File: config.mk
export PLATFORM = sky130hd
export DESIGN_NAME = apr_ctrl
export DESIGN_NICKNAME = d
export VERILOG_FILES = /design/src/rtl/core/apr_pkg.sv /design/src/rtl/core/apr_ctrl.sv
export SDC_FILE = /design/constraint.sdc
export NUM_CORES = 1
export LEC_CHECK = 0
export BUFFER_PORTS_ARGS = -buffer_cell sky130_fd_sc_hd__buf_2
export CAP_MARGIN = 30
export CORE_AREA = 2 2 175 177
export CTS_CLUSTER_DIAMETER = 30
export DETAILED_ROUTE_END_ITERATION = 6
export DIE_AREA = 0 0 177 179
export GPL_TIMING_DRIVEN = 0
export MAX_ROUTING_LAYER = met4
export PLACE_DENSITY = 0.78
export SLEW_MARGIN = 20
export SYNTH_ARGS = -nofsm -noshare
export SYNTH_HDL_FRONTEND = slang
export SYNTH_SLANG_ARGS = --single-unit
File: constraint.sdc
create_clock -name clock -period 16.93 [get_ports clock]
set_input_delay 3.386 -clock clock [delete_from_list [all_inputs] [get_ports clock]]
set_output_delay 3.386 -clock clock [all_outputs]
set_load 0.1 [all_outputs]
File: src/rtl/core/apr_pkg.sv
// ----------------------------------------------------------------------------
// audio period ring buffer package
// payload types, codes, sizing constants and ring length helpers
// ----------------------------------------------------------------------------
package apr_pkg;

   localparam int unsigned PERIOD_FRAMES   = 512;
   localparam int unsigned MAX_RING_FRAMES = 32768;
   localparam int unsigned SAMPLE_RATE     = 48000;
   localparam int unsigned MS_PER_S        = 1000;
   localparam int unsigned FRAMES_PER_MS   = SAMPLE_RATE / MS_PER_S;
   localparam int unsigned MIN_PERIODS     = 5;
   localparam int unsigned MAX_PERIODS     = 64;
   localparam int unsigned LAT_RESET       = 64;

   localparam int unsigned PERIOD_SHIFT = $clog2(PERIOD_FRAMES);
   localparam int unsigned PTR_W        = $clog2(MAX_RING_FRAMES);
   localparam int unsigned LEN_W        = PTR_W + 1;
   localparam int unsigned OFS_W        = PERIOD_SHIFT;
   localparam int unsigned LAT_W        = 10;

   localparam int unsigned HI_RAW     = MAX_RING_FRAMES / PERIOD_FRAMES;
   localparam int unsigned HI_CAP     = (HI_RAW < MAX_PERIODS) ? HI_RAW : MAX_PERIODS;
   localparam int unsigned HI_PERIODS = (HI_CAP < 1) ? 1 : HI_CAP;
   localparam int unsigned LO_PERIODS = (MIN_PERIODS > HI_PERIODS) ? HI_PERIODS : MIN_PERIODS;

   localparam logic [1:0] OP_OPEN  = 2'd0;
   localparam logic [1:0] OP_WRITE = 2'd1;
   localparam logic [1:0] OP_FETCH = 2'd2;

   localparam logic [1:0] ST_OK      = 2'd0;
   localparam logic [1:0] ST_REFUSED = 2'd1;
   localparam logic [1:0] ST_STRAY   = 2'd2;

   typedef struct packed {
      logic [1:0]  opcode;
      logic [15:0] burst_frames;
      logic [31:0] frame_in;
   } apr_req_type;

   typedef struct packed {
      logic [1:0]  status;
      logic [14:0] accepted_frames;
      logic [31:0] frame_out;
      logic        silent;
      logic        period_end;
      logic [14:0] free_frames;
      logic [31:0] underrun_count;
      logic [47:0] consumed_count;
   } apr_rsp_type;

   typedef struct packed {
      apr_rsp_type rsp;
      logic        fetch_read;
   } apr_step_type;

   typedef struct packed {
      logic             wr_en;
      logic [PTR_W-1:0] wr_addr;
      logic [31:0]      wr_data;
      logic [PTR_W-1:0] rd_addr;
   } apr_mem_req_type;

   function automatic logic [LEN_W-1:0] ring_len_for(logic [LAT_W-1:0] lat);
      int unsigned f;
      int unsigned periods;
      f = FRAMES_PER_MS * 32'(lat);
      f = (f > PERIOD_FRAMES) ? f - PERIOD_FRAMES : 0;
      periods = (f + PERIOD_FRAMES - 1) >> PERIOD_SHIFT;
      if (periods < LO_PERIODS) periods = LO_PERIODS;
      if (periods > HI_PERIODS) periods = HI_PERIODS;
      return LEN_W'(periods << PERIOD_SHIFT);
   endfunction

   function automatic logic [LEN_W-1:0] held_of(logic [PTR_W-1:0] wp, logic [PTR_W-1:0] rp,
                                                logic [LEN_W-1:0] len);
      if (wp >= rp) return LEN_W'(wp) - LEN_W'(rp);
      return len - LEN_W'(rp) + LEN_W'(wp);
   endfunction

   function automatic logic [LEN_W-1:0] free_of(logic [PTR_W-1:0] wp, logic [PTR_W-1:0] rp,
                                                logic [LEN_W-1:0] len);
      logic [LEN_W-1:0] h;
      logic [LEN_W-1:0] lm1;
      h   = held_of(wp, rp, len);
      lm1 = len - LEN_W'(1);
      return (lm1 > h) ? lm1 - h : '0;
   endfunction

endpackage

File: src/rtl/core/apr_ctrl.sv
// ----------------------------------------------------------------------------
// audio period ring buffer pointer control
// burst grants, write publishing, period playback and counters
// ----------------------------------------------------------------------------
module apr_ctrl
   import apr_pkg::*;
(
   input  logic             clock,
   input  logic             reset,
   input  logic             csr_we,
   input  logic [LAT_W-1:0] csr_wdata,
   input  logic             item_valid,
   input  apr_req_type      item,
   output apr_step_type     step,
   output apr_mem_req_type  mem_req
);

   logic [PTR_W-1:0] pub_ff, pub_in;
   logic [PTR_W-1:0] pend_ff, pend_in;
   logic [PTR_W-1:0] burst_ff, burst_in;
   logic [PTR_W-1:0] rd_ff, rd_in;
   logic [OFS_W-1:0] offset_ff, offset_in;
   logic             silent_ff, silent_in;
   logic [31:0]      underruns_ff, underruns_in;
   logic [47:0]      consumed_ff, consumed_in;
   logic [LEN_W-1:0] ring_len_ff, ring_len_in;

   logic [PTR_W-1:0] pub_open;
   logic [LEN_W-1:0] len_m1;
   logic [LEN_W-1:0] req_clamp;
   logic [LEN_W-1:0] free_open;
   logic [LEN_W-1:0] held_now;
   logic [LEN_W-1:0] pend_inc;
   logic [PTR_W-1:0] pend_wrap;
   logic [LEN_W-1:0] rd_step;
   logic [PTR_W-1:0] rd_wrap;
   logic             silent_cur;
   logic             last_frame;
   logic [1:0]       status;
   logic [LEN_W-1:0] accepted;
   logic             sil;
   logic             pend_out;
   logic             fetch_read;

   always_comb begin
      pub_in       = pub_ff;
      pend_in      = pend_ff;
      burst_in     = burst_ff;
      rd_in        = rd_ff;
      offset_in    = offset_ff;
      silent_in    = silent_ff;
      underruns_in = underruns_ff;
      consumed_in  = consumed_ff;
      ring_len_in  = ring_len_ff;
      status       = ST_OK;
      accepted     = '0;
      sil          = 1'b0;
      pend_out     = 1'b0;
      fetch_read   = 1'b0;

      mem_req.wr_en   = 1'b0;
      mem_req.wr_addr = pend_ff;
      mem_req.wr_data = item.frame_in;
      mem_req.rd_addr = rd_ff + PTR_W'(offset_ff);

      pub_open   = (burst_ff != '0) ? pend_ff : pub_ff;
      len_m1     = ring_len_ff - LEN_W'(1);
      req_clamp  = (32'(item.burst_frames) > 32'(len_m1)) ? len_m1
                                                          : LEN_W'(item.burst_frames);
      free_open  = free_of(pub_open, rd_ff, ring_len_ff);
      held_now   = held_of(pub_ff, rd_ff, ring_len_ff);
      pend_inc   = LEN_W'(pend_ff) + LEN_W'(1);
      pend_wrap  = (pend_inc >= ring_len_ff) ? '0 : PTR_W'(pend_inc);
      rd_step    = LEN_W'(rd_ff) + LEN_W'(PERIOD_FRAMES);
      rd_wrap    = (rd_step >= ring_len_ff) ? '0 : PTR_W'(rd_step);
      silent_cur = (offset_ff == '0) ? (held_now < LEN_W'(PERIOD_FRAMES)) : silent_ff;
      last_frame = (offset_ff == OFS_W'(PERIOD_FRAMES - 1));

      if (item_valid) begin
         case (item.opcode)
            OP_OPEN: begin
               pub_in   = pub_open;
               burst_in = '0;
               if (req_clamp != '0) begin
                  if (free_open < req_clamp) begin
                     status = ST_REFUSED;
                  end else begin
                     accepted = req_clamp;
                     burst_in = PTR_W'(req_clamp);
                     pend_in  = pub_open;
                  end
               end
            end
            OP_WRITE: begin
               if (burst_ff == '0) begin
                  status = ST_STRAY;
               end else begin
                  mem_req.wr_en = 1'b1;
                  pend_in       = pend_wrap;
                  burst_in      = burst_ff - PTR_W'(1);
                  if (burst_ff == PTR_W'(1)) begin
                     pub_in = pend_wrap;
                  end
               end
            end
            OP_FETCH: begin
               silent_in  = silent_cur;
               sil        = silent_cur;
               fetch_read = !silent_cur;
               if ((offset_ff == '0) && silent_cur) begin
                  underruns_in = underruns_ff + 32'd1;
               end
               if (last_frame) begin
                  pend_out    = 1'b1;
                  offset_in   = '0;
                  consumed_in = consumed_ff + 48'(PERIOD_FRAMES);
                  if (!silent_cur) begin
                     rd_in = rd_wrap;
                  end
               end else begin
                  offset_in = offset_ff + OFS_W'(1);
               end
            end
            default: begin
            end
         endcase
      end

      step.rsp.status          = status;
      step.rsp.accepted_frames = 15'(accepted);
      step.rsp.frame_out       = '0;
      step.rsp.silent          = sil;
      step.rsp.period_end      = pend_out;
      step.rsp.free_frames     = 15'(free_of(pub_in, rd_in, ring_len_in));
      step.rsp.underrun_count  = underruns_in;
      step.rsp.consumed_count  = consumed_in;
      step.fetch_read          = fetch_read;

      // latency change empties the ring, counters survive
      if (csr_we) begin
         ring_len_in = ring_len_for(csr_wdata);
         pub_in      = '0;
         pend_in     = '0;
         burst_in    = '0;
         rd_in       = '0;
         offset_in   = '0;
         silent_in   = 1'b0;
      end
   end

   always_ff @(posedge clock) begin
      if (reset) begin
         pub_ff       <= '0;
         pend_ff      <= '0;
         burst_ff     <= '0;
         rd_ff        <= '0;
         offset_ff    <= '0;
         silent_ff    <= 1'b0;
         underruns_ff <= '0;
         consumed_ff  <= '0;
         ring_len_ff  <= ring_len_for(LAT_W'(LAT_RESET));
      end else begin
         pub_ff       <= pub_in;
         pend_ff      <= pend_in;
         burst_ff     <= burst_in;
         rd_ff        <= rd_in;
         offset_ff    <= offset_in;
         silent_ff    <= silent_in;
         underruns_ff <= underruns_in;
         consumed_ff  <= consumed_in;
         ring_len_ff  <= ring_len_in;
      end
   end

endmodule

==> flow_metrics.py, run 1 <==
metrics = {
    "logic_synthesis": {
        "synth_area_leader_cell": "dfxtp_1",
        "yosys.area_share.adder": 0.1641,
        "synth_top_family_by_area": "simple AND/OR/NAND/NOR gates",
        "synth-xor-area-share": 0.1020,
        "synth_top_area_share": 0.1829,
        "yosysUniqueCellTypes": 98,
        "synthTopCellsByCount": "nor2_1 (207), ha_1 (182), dfxtp_1 (148)",
        "synth_area_leaders": "dfxtp_1 (18%), ha_1 (14%), xnor2_1 (6.2%)",
        "syn_inst": 2093,
        "synth_edf_count": 0,
        "synth_seq_area_share": 0.1829,
        "synthMuxAreaShare": 0.03190,
        "synth_most_common_cell": "nor2_1",
        "async_flop_share": 0,
        "synth_top_flop_cell": "dfxtp_1",
        "synth_warnings": 0,
        "yosys.area_share.simple": 0.2568,
        "ys_ff_latch": 148,
        "synth-compound-area-share": 0.1801,
        "syn_area_per_cell_um2": 7.739,
        "synth.cell_area_mm2": 0.01620,
    },
    "clocking": {
        "cts_sinks": 148,
        "cts_hold_buf": 0,
        "clk_pin_slew_ps": 70,
        "cts_root_buf": "clkbuf_16",
        "numCtsBuffers": 17,
        "cts.htree.levels": 4,
        "cts_resized": 0,
        "clockBufferDepth": 2,
        "post_cts.repair.setup_buffers": 0,
        "cts_tree": "done",
        "clk_latency_ps": 450,
    },
    "sta": {
        "setup_violations": 0,
        "layout_min_cycle_time_ps": 14570,
        "fin_crit_sh": 0.8608,
        "fmax_mhz": 68.62,
        "clock_skew_ps": 12.81,
        "rsz0062_at_grt": "no",
        "hold_viol": 0,
        "final_max_slew_viol_count": 0,
        "slew_headroom": 0.2802,
        "fin_tns_setup_ps": 0,
        "worstMarginPinSlew_ps": 1080,
        "hold_slack_ps": 528.0,
    },
    "flow_run": {
        "cap_viol_max_count": 0,
    },
    "global_route": {
        "grt_pass1_vias": 15160,
        "grt_use_total": 0.3153,
        "grt_max_degree": 18,
        "antenna_found_initial": 0,
        "grt_pass1_wl_um": 77290,
        "grt_remaining_overflow": 0,
    },
    "worst_setup_path": {
        "required_ps": 13540,
        "slowest_delay_ps": 930,
        "start_kind": "register",
        "worstPathMaxFanout": 10,
        "endpoint_kind": "primary output",
        "crit_type": "register to primary output",
        "cp_slowest_cell": "a221oi_1",
        "worstPathArrival_ps": 11190,
    },
    "floorplan": {
        "placeableCoreArea_mm2": 0.03003,
        "num_rows": 64,
        "dieArea_mm2": 0.03168,
        "start_util": 0.5394,
        "die_h_um": 179,
        "ios": 274,
        "die_w_um": 177,
    },
    "placed_design": {
        "hpwl_um": 40070,
        "io_buffers": 198,
        "gp_congestion": 1.052,
    },
    "route": {
        "drt_first_pass_iters": 7,
        "wirelength_um": 49410,
        "detail_route.iter0.violations": 1307,
        "routed_via_density": 5.864,
        "ant_nets": 0,
        "wl_per_cell_um": 17.91,
        "routed-via-count": 16180,
        "route.detailed.drc": 0,
    },
    "cells_and_area": {
        "area_delta_synth_final_pct": 13.95,
        "drive_gt1_frac": 0.1600,
        "diodes": 0,
        "nFillCells": 2734,
        "final-seq-area_mm2": 0.002963,
        "nets": 2615,
        "utilization": 0.6146,
        "multi_input_area_mm2": 0.01206,
    },
    "run_status": {
        "status": "completed",
    },
    "power": {
        "leakagePower_nw": 8.959,
        "ir_drop_uv": 161.3,
        "power.density_mw_per_mm2": 182.6,
    },
    "hold_path": {
        "hp-class": "register to register",
    },
}
## final cells by class
class / count / share of cell area
plain buffers: 136 / 0.04454
flip-flops and latches: 148 / 0.1605
clock inverters: 14 / 0.009965
well taps: 396 / 0.02685
multi-input cells: 1714 / 0.6532
clock buffers: 18 / 0.02379
repair buffers: 198 / 0.05369
inverters: 135 / 0.02746
## cell usage in the layout, fill, tap and decap left out, drive strengths merged, types with 21 or more instances in the layout
cell type,count
buf,289
nor2,208
ha,182
nand2,151
dfxtp,148
inv,144
xnor2,115
a21oi,114
o21ai,93
nor2b,85
xor2,71
nand3,67
clkbuf,63
nor3,60
nand4,45
conb,41
and3,40
a21o,31
a211oi,29
mux2,29
and2,26
o21a,24
nor4,22
or3,21
nand2b,21
## cell families after synthesis
group / count (synthesis)
mux: 48
flops: 148
xor+xnor: 187
buf+inv: 271
other cells: 1
simple gates: 801
fa+ha+maj: 201
compound gates: 436
## path summary, 6_finish.rpt
kind              cells past startpoint  slack [ps]    startpoint           end
setup / recovery                     38        2360      rd_ff[1]      step[94]
hold / removal                        2         530  offset_ff[8]  offset_ff[8]
setup reg to reg                     38        6600   burst_ff[4]    pend_ff[8]
hold reg to reg                       2         530  offset_ff[8]  offset_ff[8]
## per-stage QoR
| step | std cells | power, mW | worst slack (ps) | cell area, um2 |
|---|---|---|---|---|
| after floorplan | 2133 | 2.434 | 2629 | 16350 |
| after global placement | 2727 | 2.863 | 2568 | 17830 |
| after detailed placement | 2727 | 2.924 | 2453 | 17830 |
| after CTS | 2759 | 3.330 | 2406 | 18460 |
| after global routing | 2759 | 3.592 | 1634 | 18460 |
| final | 2759 | 3.371 | 2356 | 18460 |
## flip-flops by register name (all words and copies together) (netlist names)
signal / count
rd_ff: 15
silent_ff: 1
pend_ff: 15
consumed_ff: 39
offset_ff: 9
pub_ff: 15
burst_ff: 15
underruns_ff: 32
ring_len_ff: 7
## critical path: cells and delay by family (launching register included)
family          cells  cell delay, ps
buf+inv             4            1340
compound gates     16            4490
fa+ha+maj           4            1420
mux                 1             190
xor+xnor            1             420
flops               1             410
simple gates       12            2470
## routing by layer
| layer | global-route usage | share of wire | up-vias |
|---|---|---|---|
| met1 | 0.3744 | 0.42 | 7584 |
| met5 | - | 0 | - |
| met4 | 0.1736 | 0.052 | 0 |
| li1 | - | - | 7828 |
| met3 | 0.05407 | 0.069 | 135 |
| met2 | 0.5086 | 0.46 | 633 |
## power breakdown
part	total (mW)	switching (mW)	internal [mW]
sequential	0.399	0.0320	0.367
combinational	2.57	1.77	0.799
clock	0.401	0.184	0.217
total	3.37	1.99	1.38
(Power assumes the default switching activity.)
==> run 2: changes to the inputs <==
--- a/config.mk
+++ b/config.mk
@@ -7,10 +7,10 @@
 export LEC_CHECK = 0
 export BUFFER_PORTS_ARGS = -buffer_cell sky130_fd_sc_hd__buf_2
 export CAP_MARGIN = 30
-export CORE_AREA = 2 2 175 177
+export CORE_AREA = 2 2 167 185
 export CTS_CLUSTER_DIAMETER = 30
 export DETAILED_ROUTE_END_ITERATION = 6
-export DIE_AREA = 0 0 177 179
+export DIE_AREA = 0 0 169 187
 export GPL_TIMING_DRIVEN = 0
 export MAX_ROUTING_LAYER = met4
 export PLACE_DENSITY = 0.78
==> run 2 against run 1 <==
  * The flow now finishes with violations (DRC)
  * Die area shrank 0.25%
  * Wire length grew 0.73%
  * First-iteration DRC count grew 0.77%
  * Sequential share of layout area grew 0.057 points
  * Global-route usage grew 0.16 points
  * Critical path type unchanged
  * Largest cell class unchanged
==> flow_metrics.py, run 2 (same netlist as run 1, synthesis figures left out) <==
metrics = {
    "run_status": {
        "status": "complete, but fails checks",
        "violations": "DRC",
    },
    "placed_design": {
        "dp.cells": 2710,
        "gp_congestion": 1.049,
        "place_area_mm2": 0.01781,
        "hpwl_um": 40840,
        "place_ws_ps": 2658,
        "io_buffers": 198,
    },
    "power": {
        "power.density_mw_per_mm2": 180.9,
        "p_switching_mw": 1.963,
        "leakagePower_nw": 8.940,
        "swShare": 0.5899,
        "combPwrFrac": 0.767,
        "p_int_mw": 1.365,
        "ir_drop_uv": 149.5,
        "p_clk_frac": 0.113,
        "sequentialPowerShare": 0.120,
    },
    "sta": {
        "fin_tns_setup_ps": 0,
        "layout_min_cycle_time_ps": 14440,
        "clock_skew_ps": 12.76,
        "final_max_slew_viol_count": 0,
        "fin_crit_sh": 0.8528,
        "hold_viol": 0,
        "slew_headroom": 0.2216,
        "worst_slack_ps": 2492,
        "setup_violations": 0,
        "rsz0062_at_grt": "no",
        "worstMarginPinSlew_ps": 1168,
        "fmax_mhz": 69.26,
        "hold_slack_ps": 519.6,
    },
    "hold_path": {
        "hp-class": "register to register",
    },
    "worst_setup_path": {
        "slowest_delay_ps": 620,
        "cp_slowest_cell": "or4_1",
        "crit_type": "register to primary output",
        "worstPathMaxFanout": 10,
        "required_ps": 13540,
        "endpoint_kind": "primary output",
        "start_kind": "register",
        "crit_top_cell": "nor2_1",
        "worstPathArrival_ps": 11050,
    },
    "floorplan": {
        "start_util": 0.5397,
        "placeableCoreArea_mm2": 0.03001,
        "num_rows": 67,
        "dieArea_mm2": 0.03160,
        "die_w_um": 169,
        "ios": 274,
        "die_h_um": 187,
    },
    "route": {
        "route.detailed.drc": 3,
        "wl_per_cell_um": 18.14,
        "routed_via_density": 5.844,
        "detail_route.iter0.violations": 1317,
        "routed-via-count": 16030,
        "drt_first_pass_iters": 7,
        "ant_nets": 0,
        "wirelength_um": 49770,
    },
    "global_route": {
        "antenna_found_initial": 0,
        "grt_pass1_vias": 15430,
        "grt_remaining_overflow": 0,
        "grt_use_total": 0.3170,
        "grt_pass1_wl_um": 78220,
        "grt_max_degree": 17,
    },
    "cells_and_area": {
        "area_delta_synth_final_pct": 13.55,
        "stdcell_count": 2743,
        "regMostFlops": "consumed_ff",
        "final_common_cell": "nor2_1",
        "stdcell_area_mm2": 0.01839,
        "largest_register_ffs": 39,
        "largest_registers": "consumed_ff: 39 flops, underruns_ff: 32 flops",
        "final_cell_mix": "nor2_1 (207), buf_2 (206), ha_1 (182), dfxtp_1 (148), nand2_1 (144)",
        "drive_gt1_frac": 0.1603,
        "diodes": 0,
        "nets": 2616,
    },
    "clocking": {
        "post_cts.repair.setup_buffers": 0,
        "cts_resized": 0,
        "cts_root_buf": "clkbuf_16",
        "clk_pin_slew_ps": 70,
        "cts_sinks": 148,
        "cts_hold_buf": 0,
        "cts.htree.levels": 4,
        "clockBufferDepth": 2,
        "clk_latency_ps": 450,
        "cts_tree": "done",
        "numCtsBuffers": 17,
    },
    "flow_run": {
        "cap_viol_max_count": 0,
    },
}
## run 2: changes by cell type in the layout (fill, tap and decap cells not counted), sizes merged
| cell | before | now |
|---|---|---|
| clkbuf | 63 | 64 |
| bufinv | 1 | 0 |
| clkinvlp | 0 | 1 |
## run 2: layer usage
| layer | GRT usage | wire length [um] | vias to the layer above |
|---|---|---|---|
| li1 | - | - | 7839 |
| met1 | 0.3614 | 20300 | 7477 |
| met2 | 0.5350 | 23920 | 571 |
| met3 | 0.05248 | 2890 | 144 |
| met4 | 0.1621 | 2669 | 0 |
| met5 | - | 0 | - |
## run 2: worst max-delay path, delay by kind of cell (launching register included)
kind,cells,cell delay (ps)
xor gates and xnor gates,1,80
AOI/OAI and AO/OA,9,2780
buffers and inverters,5,1390
and+or+nand+nor,19,4080
adders and majority gates,3,1030
muxes,2,870
DFF,1,360
## run 2: area by class of cell
| type | count | area [um2] |
|---|---|---|
| multi-input combinational | 1714 | 12060 |
| fill | 2756 | 11620 |
| sequential | 148 | 2963 |
| timing repair buffer | 199 | 996.0 |
| buffer | 136 | 822.0 |
| inverter | 135 | 506.7 |
| tap | 379 | 474.2 |
| clock buffer | 18 | 439.2 |
| clock inverter | 14 | 135.1 |
## run 2: worst paths after layout
path	startpoint	to	slack, ps	cells past startpoint
hold reg to reg	silent_ff	silent_ff	520	2
setup / recovery	burst_ff[4]	step[144]	2490	39
setup reg to reg	burst_ff[4]	pend_ff[11]	6610	38
hold / removal	silent_ff	silent_ff	520	2
## run 2: power by group through the flow
stage	registers (mW)	logic (mW)	clock network, mW
2_1_floorplan	0.469	1.97	0
3_3_place_gp	0.405	2.47	0
3_5_place_dp	0.406	2.52	0
4_1_cts	0.398	2.53	0.381
5_1_grt	0.401	2.77	0.398
6_report	0.399	2.55	0.375
## run 2: metrics by stage
step,power [mW],util
final,3.328,0.6128
after global routing,3.569,0.6128
after CTS,3.308,0.6126
after detailed placement,2.924,0.5935
after global placement,2.877,0.5935
after floorplan,2.434,-
